<file path="src/design/mhpq_pkg.sv">
// Shared constants, types and codes for the min-heap priority queue.
`default_nettype none

package mhpq_pkg;

    localparam int HEAP_DEPTH = 128;
    localparam int KEY_WIDTH  = 16;

    localparam int KEY_PORT_W = 16;
    localparam int PAY_W      = 12;
    localparam int COUNT_W    = 8;

    localparam int ADDR_W = (HEAP_DEPTH > 1) ? $clog2(HEAP_DEPTH) : 1;
    localparam int OCC_W  = $clog2(HEAP_DEPTH + 1);
    // child indexes reach 2*HEAP_DEPTH; one spare bit keeps compares unsigned-safe
    localparam int IDX_W  = ADDR_W + 2;

    typedef logic [KEY_WIDTH-1:0] t_key;
    typedef logic [PAY_W-1:0]     t_pay;
    typedef logic [ADDR_W-1:0]    t_addr;
    typedef logic [OCC_W-1:0]     t_occ;

    typedef struct packed {
        t_key key;
        t_pay pay;
    } t_entry;

    typedef enum logic [1:0] {
        ST_DONE  = 2'd0,
        ST_FULL  = 2'd1,
        ST_EMPTY = 2'd2
    } t_status;

    typedef enum logic {
        CMD_INSERT = 1'b0,
        CMD_REMOVE = 1'b1
    } t_command;

    // Controller to datapath.
    typedef struct packed {
        logic    latch_in;     // take the new entry as the moving entry, pos = occupancy
        logic    st_load;      // load result status, clear result key and payload
        t_status st_val;
        logic    rd_top;       // read root and last slot
        logic    rd_down;      // read both children of pos (else parent of pos)
        logic    take_root;    // root to result, last to moving entry, pos = 0
        logic    move_parent;  // parent down into pos, climb
        logic    move_child;   // smaller child up into pos, descend
        logic    place;        // write the moving entry at pos
        logic    inc_occ;
        logic    out_load;     // copy the result into the output register
    } t_dp_cmd;

    // Datapath to controller.
    typedef struct packed {
        logic full;
        logic empty;
        logic at_root;
        logic has_child;
        logic up_swap;
        logic down_swap;
    } t_dp_stat;

endpackage

`default_nettype wire

</file>
<file path="src/design/mhpq_ctrl.sv">
// Controller: sequences insert sift-up and remove sift-down, owns the result valid.
`default_nettype none

module mhpq_ctrl (
    input  wire logic               i_clk,
    input  wire logic               i_rst_n,
    input  wire logic               i_in_valid,
    output logic                    o_in_ready,
    input  wire logic               i_command,
    output logic                    o_out_valid,
    input  wire logic               i_out_ready,
    input  wire mhpq_pkg::t_dp_stat i_stat,
    output mhpq_pkg::t_dp_cmd       o_cmd
);
    import mhpq_pkg::*;

    typedef enum logic [2:0] {
        S_IDLE,
        S_UP_CHK,
        S_UP_CMP,
        S_DEL_TAKE,
        S_DN_CHK,
        S_DN_CMP,
        S_FIN
    } t_state;

    t_state r_state, n_state;
    logic   r_out_valid;
    logic   w_accept;

    assign o_in_ready  = r_state == S_IDLE;
    assign o_out_valid = r_out_valid;
    assign w_accept    = i_in_valid && (r_state == S_IDLE);

    always_comb begin
        n_state = r_state;
        o_cmd   = '0;
        case (r_state)
            S_IDLE: begin
                // the read of root and last runs every idle cycle for a removal
                o_cmd.rd_top = 1'b1;
                if (w_accept) begin
                    o_cmd.st_load = 1'b1;
                    if (t_command'(i_command) == CMD_INSERT) begin
                        if (i_stat.full) begin
                            o_cmd.st_val = ST_FULL;
                            n_state      = S_FIN;
                        end else begin
                            o_cmd.st_val   = ST_DONE;
                            o_cmd.latch_in = 1'b1;
                            n_state        = S_UP_CHK;
                        end
                    end else begin
                        if (i_stat.empty) begin
                            o_cmd.st_val = ST_EMPTY;
                            n_state      = S_FIN;
                        end else begin
                            o_cmd.st_val = ST_DONE;
                            n_state      = S_DEL_TAKE;
                        end
                    end
                end
            end
            S_UP_CHK: begin
                if (i_stat.at_root) begin
                    o_cmd.place   = 1'b1;
                    o_cmd.inc_occ = 1'b1;
                    n_state       = S_FIN;
                end else begin
                    n_state = S_UP_CMP;
                end
            end
            S_UP_CMP: begin
                if (i_stat.up_swap) begin
                    o_cmd.move_parent = 1'b1;
                    n_state           = S_UP_CHK;
                end else begin
                    o_cmd.place   = 1'b1;
                    o_cmd.inc_occ = 1'b1;
                    n_state       = S_FIN;
                end
            end
            S_DEL_TAKE: begin
                o_cmd.take_root = 1'b1;
                n_state         = S_DN_CHK;
            end
            S_DN_CHK: begin
                o_cmd.rd_down = 1'b1;
                if (i_stat.has_child) begin
                    n_state = S_DN_CMP;
                end else begin
                    o_cmd.place = 1'b1;
                    n_state     = S_FIN;
                end
            end
            S_DN_CMP: begin
                o_cmd.rd_down = 1'b1;
                if (i_stat.down_swap) begin
                    o_cmd.move_child = 1'b1;
                    n_state          = S_DN_CHK;
                end else begin
                    o_cmd.place = 1'b1;
                    n_state     = S_FIN;
                end
            end
            S_FIN: begin
                if (!r_out_valid || i_out_ready) begin
                    o_cmd.out_load = 1'b1;
                    n_state        = S_IDLE;
                end
            end
            default: begin
                n_state = S_IDLE;
            end
        endcase
    end

    always_ff @(posedge i_clk) begin
        if (!i_rst_n) begin
            r_state     <= S_IDLE;
            r_out_valid <= 1'b0;
        end else begin
            r_state <= n_state;
            if (o_cmd.out_load) begin
                r_out_valid <= 1'b1;
            end else if (i_out_ready) begin
                r_out_valid <= 1'b0;
            end
        end
    end

    a_fin_holds: assert property (@(posedge i_clk) disable iff (!i_rst_n)
        (r_state == S_FIN && r_out_valid && !i_out_ready) |=> r_state == S_FIN)
        else $error("result dropped while output slot busy");

    a_load_sets_valid: assert property (@(posedge i_clk) disable iff (!i_rst_n)
        o_cmd.out_load |=> r_out_valid && r_state == S_IDLE)
        else $error("result load did not raise valid");

    a_accept_leaves_idle: assert property (@(posedge i_clk) disable iff (!i_rst_n)
        w_accept |=> r_state != S_IDLE)
        else $error("accepted transaction did not start work");

endmodule

`default_nettype wire

</file>
<file path="config.mk">
export PLATFORM = sky130hd
export DESIGN_NAME = mhpq_ctrl
export DESIGN_NICKNAME = d
export VERILOG_FILES = /design/src/design/mhpq_pkg.sv /design/src/design/mhpq_ctrl.sv
export SDC_FILE = /design/constraint.sdc
export NUM_CORES = 1
export LEC_CHECK = 0
export ABC_CLOCK_PERIOD_IN_PS = 1700
export BUFFER_PORTS_ARGS = -buffer_cell sky130_fd_sc_hd__clkbuf_2
export CAP_MARGIN = 30
export CORE_AREA = 2 2 39 41
export DETAILED_ROUTE_END_ITERATION = 12
export DIE_AREA = 0 0 41 43
export PLACE_DENSITY = 0.67
export SYNTH_ARGS = -nofsm -noshare
export SYNTH_HDL_FRONTEND = slang
export SYNTH_SLANG_ARGS = --single-unit
</file>
<file path="constraint.sdc">
create_clock -name i_clk -period 1.7 [get_ports i_clk]
set_clock_uncertainty 0.2 [all_clocks]
set_input_delay 0.085 -clock i_clk [delete_from_list [all_inputs] [get_ports i_clk]]
set_output_delay 0.085 -clock i_clk [all_outputs]
set_load 0.005 [all_outputs]
</file>
Word level (Yosys, flattened, before mapping)
Cells that the tools add are included.

word-level totals
  bits of input ports = 11
  register bits after elaboration = 4
  logic and storage cells = 50
  output and inout port bits = 14

cells by class
  multiplexer cells = 33
  eq/ne operators = 8
  reduce and logical (&&, ||, !) cells = 7

operators with widths
  cell                                                   number
  two-way mux 3 bit                                      7
  one-hot mux 3 bit (7 select lines)                     1
  two-way mux 1 bit                                      15
  two-way mux 2 bit                                      6
  equality test 3 bit, second input constant             3
  equality test 3 x 2 -> 1 bit, second input constant    2
  two-way mux 5 bit                                      1
  two-way mux 4 bit                                      1
  one-hot mux 1 bit (4 select lines)                     1
  equality test 3 x 1 -> 1 bit, second input constant    1
  logical NOT 3 bit                                      1
  inequality test 2 x 1 -> 1 bit, second input constant  1
  inequality test 2 bit, second input constant           1
  one-hot mux 1 bit (2 select lines)                     1
  AND reduction 2 bit                                    1
  nonzero test 2 bit                                     1
  OR reduction 2 bit                                     1
  logical AND 1 bit                                      1
  logical NOT 1 bit                                      1
  logical OR 1 bit                                       1

Logic depth before layout (Yosys ltp)
  depth after elaboration = 5
  gate-level depth with buffers = 4

Worst setup path before layout
Ideal clock, no wire load.

  kind = register to output
  start point = reg r_state[1]
  end point = out o_cmd[8] in the netlist's numbering
  data required time = 1.415 ns
  buffers on the path = 1
  arrival time = 1.028 ns
  cell stages (with the launch flop) = 5
  path slack = 0.387 ns
  path through = dfxtp_1 -> buf_4 -> nor3_4 -> nand2_2 -> nor3b_1

RTL lines
  element                   RTL line          RTL
  start: declaration        mhpq_ctrl.sv:27   t_state r_state, n_state;
  start signal: assignment  mhpq_ctrl.sv:123  r_state <= n_state;
  end: declaration          mhpq_ctrl.sv:13   output mhpq_pkg::t_dp_cmd o_cmd

==> flow_summary.json <==
{
  "synth-simple-area-share_pct": 42.4,
  "grt_antenna_before_repair": 0,
  "htreeDepth": 1,
  "ff_latch_area_sq_um": 83.8,
  "path_max_fanout": 14,
  "stdcell_count": 94,
  "start_util_pct": 27.5,
  "synth_top_family_by_area": "simple AND/OR/NAND/NOR gates",
  "num_rows": 14,
  "clock_path_buffers": 2,
  "min_path_type": "input pin to flop",
  "cts.sinks": 4,
  "ir_worst_vdd_mv": 0.474,
  "vias": 437,
  "synth.mux.area_fraction_pct": 5.26,
  "period_needed_ns": 1.58,
  "synth-seq-cells": 4,
  "synth_area_sq_um": 380,
  "multi_input_area_sq_um": 268,
  "die_w_um": 41,
  "cts_tree": "done",
  "r2r_cells": 3,
  "synth-adder-area-share_pct": 0,
  "synth_xor_xnor_area_share_pct": 0,
  "ioPinCount": 25,
  "ant_nets": 0,
  "outcome": "finished with violations",
  "hold_viol_final": 1,
  "tns_ns": 0,
  "wl_per_cell_um": 9.50,
  "syn2layout_area_growth_pct": 51.3,
  "route.detailed.drc": 0,
  "die_h_um": 43,
  "synth_warnings": 0,
  "synth_nets": 60,
  "nNetsFinal": 91,
  "cp-end-kind": "output port",
  "critPathLaunchType": "flop",
  "clkTransAtPathRegs_ns": 0.04,
  "cap_violations": 0,
  "synth.distinct_cells": 28,
  "worstMarginPinSlew_ns": 0.347,
  "worst_ep_required_time_ns": 1.41,
  "reg2reg_slack_ns": 0.31,
  "grt_pass1_vias": 352,
  "syn_inst": 49,
  "maxSlewHeadroom_pct": 76.6,
  "cts_buffers": 3,
  "insertion_delay_ns": 0.24,
  "numPortBuffers": 24,
  "drive_gt1_share_pct": 44.9,
  "dp.cells": 85,
  "grt_max_degree": 15,
  "cts_root_buf": "clkbuf_4",
  "fin_crit_sh_pct": 92.8,
  "synth_compound_area_share_pct": 19.4,
  "die_area_sq_um": 1760,
  "routed_wl_um": 893,
  "crit_arrival_ns": 1.29,
  "crit_type": "flop to output port",
  "setup_viol_count_final": 0,
  "grt_overflow": 0,
  "grt_pass1_wl_um": 1310,
  "antenna_cells": 0,
  "dp_hpwl_um": 659,
  "core_sq_um": 1380,
  "rsz0062_at_grt": "false",
  "drt-pass1-iter-count": 4,
  "drt-initial-drc-count": 5,
  "grt_usage_pct": 11.3,
  "leakagePower_nw": 0.276,
  "violations": "hold timing",
  "r2r-start": "r_state[0]",
  "crit_end": "o_cmd[2]",
  "startpoint": "r_state[0]",
  "hold_slack_ns": -0.00121,
  "synth.avg_cell_area_sq_um": 7.76,
  "power.density_nw_per_um2": 1410,
  "r2r_end": "r_state[1]",
  "drv_slew": 0,
  "via_per_inst": 4.65,
  "ys_seq_area_share_pct": 21.1,
  "timing.fmax_mhz": 634,
  "fillers": 150,
  "place_congestion": 0.664
}
## per-layer routing
metal | GRT usage (%) | up-vias | routed length [um]
met5 | 0 | - | 0
met2 | 17.5 | 16 | 419
met1 | 11.5 | 185 | 391
met4 | 10.0 | 0 | 17
met3 | 3.14 | 2 | 66
li1 | - | 234 | -
## cell usage in the layout (no fill, tap or decap)
master / count
o41ai_1: 1
nand2_2: 1
or3_1: 2
inv_1: 1
buf_4: 1
and3_1: 1
o22a_1: 1
dfxtp_1: 1
o21bai_1: 1
nor3_4: 1
nor2_1: 3
dfxtp_2: 3
nor2b_1: 2
mux2i_1: 2
and2b_1: 1
nand2b_1: 1
nand3b_1: 2
a21o_1: 1
clkbuf_2: 24
o21ai_1: 1
dlygate4sd3_1: 5
a31oi_1: 2
a211o_1: 1
nor3b_2: 1
o21ai_0: 1
nor3b_1: 2
nor3_1: 2
clkbuf_4: 3
and2_1: 1
nand2b_4: 1
a21oi_1: 2
nand2_1: 6
## logic make-up after synthesis
group | count (synthesis)
AOI/OAI and AO/OA | 11
DFF | 4
muxes | 2
buffers and inverters | 5
and+or+nand+nor | 27
## worst min-delay path by stage
stage / cells past startpoint / slack [ns] / startpoint / to
floorplan: 1 / 0.003 / i_command / o_cmd[8]
global placement: 2 / 0.12 / i_rst_n / o_out_valid
detailed placement: 2 / 0.12 / i_rst_n / o_out_valid
CTS: 4 / 0.02 / i_stat[1] / r_state[0]
global route: 4 / 0.05 / i_stat[1] / r_state[0]
finish: 4 / -0.001 / i_stat[5] / r_state[0]
## report_power, final
part | internal (mW) | switching [mW]
sequential | 0.136 | 0.118
clock | 0.0793 | 0.0433
combinational | 0.255 | 0.182
## critical path, cell delays in order, from the launching register on
cell and delay (ns):
dfxtp_2 0.39, nand2b_4 0.18, o22a_1 0.23, o21ai_1 0.13, clkbuf_2 0.12
## registers in the layout (all words and copies together), names as in the netlist
| signal | cells |
|---|---|
| o_out_valid | 1 |
| r_state | 3 |
## stage by stage
step	setup slack (ns)	total power, mW	area, sq um	utilization (%)	hold slack (ns)
after CTS	0.0289	0.773	564	40.8	0.0205
after detailed placement	0.195	0.630	479	34.6	0.122
after global placement	0.225	0.626	479	34.6	0.119
after global routing	0.0349	0.890	576	41.6	0.0464
final	0.123	0.814	576	41.6	-0.00121
after floorplan	0.387	0.555	380	-	0.00303
## synth_stat cells
| cell | instances | area [sq um] |
|---|---|---|
| a211o_1 | 1 | 8.76 |
| and2_1 | 1 | 6.26 |
| buf_8 | 1 | 15.0 |
| inv_1 | 1 | 3.75 |
| o41ai_1 | 1 | 8.76 |
| o21ai_0 | 1 | 5.00 |
| a21oi_1 | 2 | 10.0 |
| o22a_1 | 1 | 8.76 |
| nand2b_1 | 2 | 12.5 |
| nand2_1 | 6 | 22.5 |
| nor2_1 | 3 | 11.3 |
| a31oi_1 | 2 | 12.5 |
| mux2i_1 | 2 | 20.0 |
| o21ai_1 | 1 | 5.00 |
| a21o_1 | 1 | 7.51 |
| or3_1 | 2 | 12.5 |
| nor2b_1 | 2 | 12.5 |
| o21bai_1 | 1 | 7.51 |
| buf_6 | 1 | 11.3 |
| buf_4 | 2 | 15.0 |
| and2b_1 | 1 | 7.51 |
| and3_1 | 1 | 6.26 |
| nand2_2 | 1 | 6.26 |
| nor3b_1 | 3 | 22.5 |
| dfxtp_1 | 4 | 80.1 |
| nor3_4 | 1 | 16.3 |
| nand3b_1 | 2 | 15.0 |
| nor3_1 | 2 | 10.0 |
## cell type report
cell class | count | area share, %
Sequential cell | 4 | 14.6
Tap cell | 16 | 3.48
Clock buffer | 3 | 3.91
Multi-Input combinational cell | 40 | 46.5
Inverter | 1 | 0.652
Timing Repair Buffer | 30 | 30.9
## what timing repair did
item / CTS / global route
hold endpoints to repair: 3 / 0
pin swaps: 0 / 1
endpoints found under the setup margin: 3 / 3
gates resized for setup: 2 / 3
hold buffers: 6 / 0
buffers inserted: 0 / 1
Note: power is estimated with default switching activity, not from simulation.
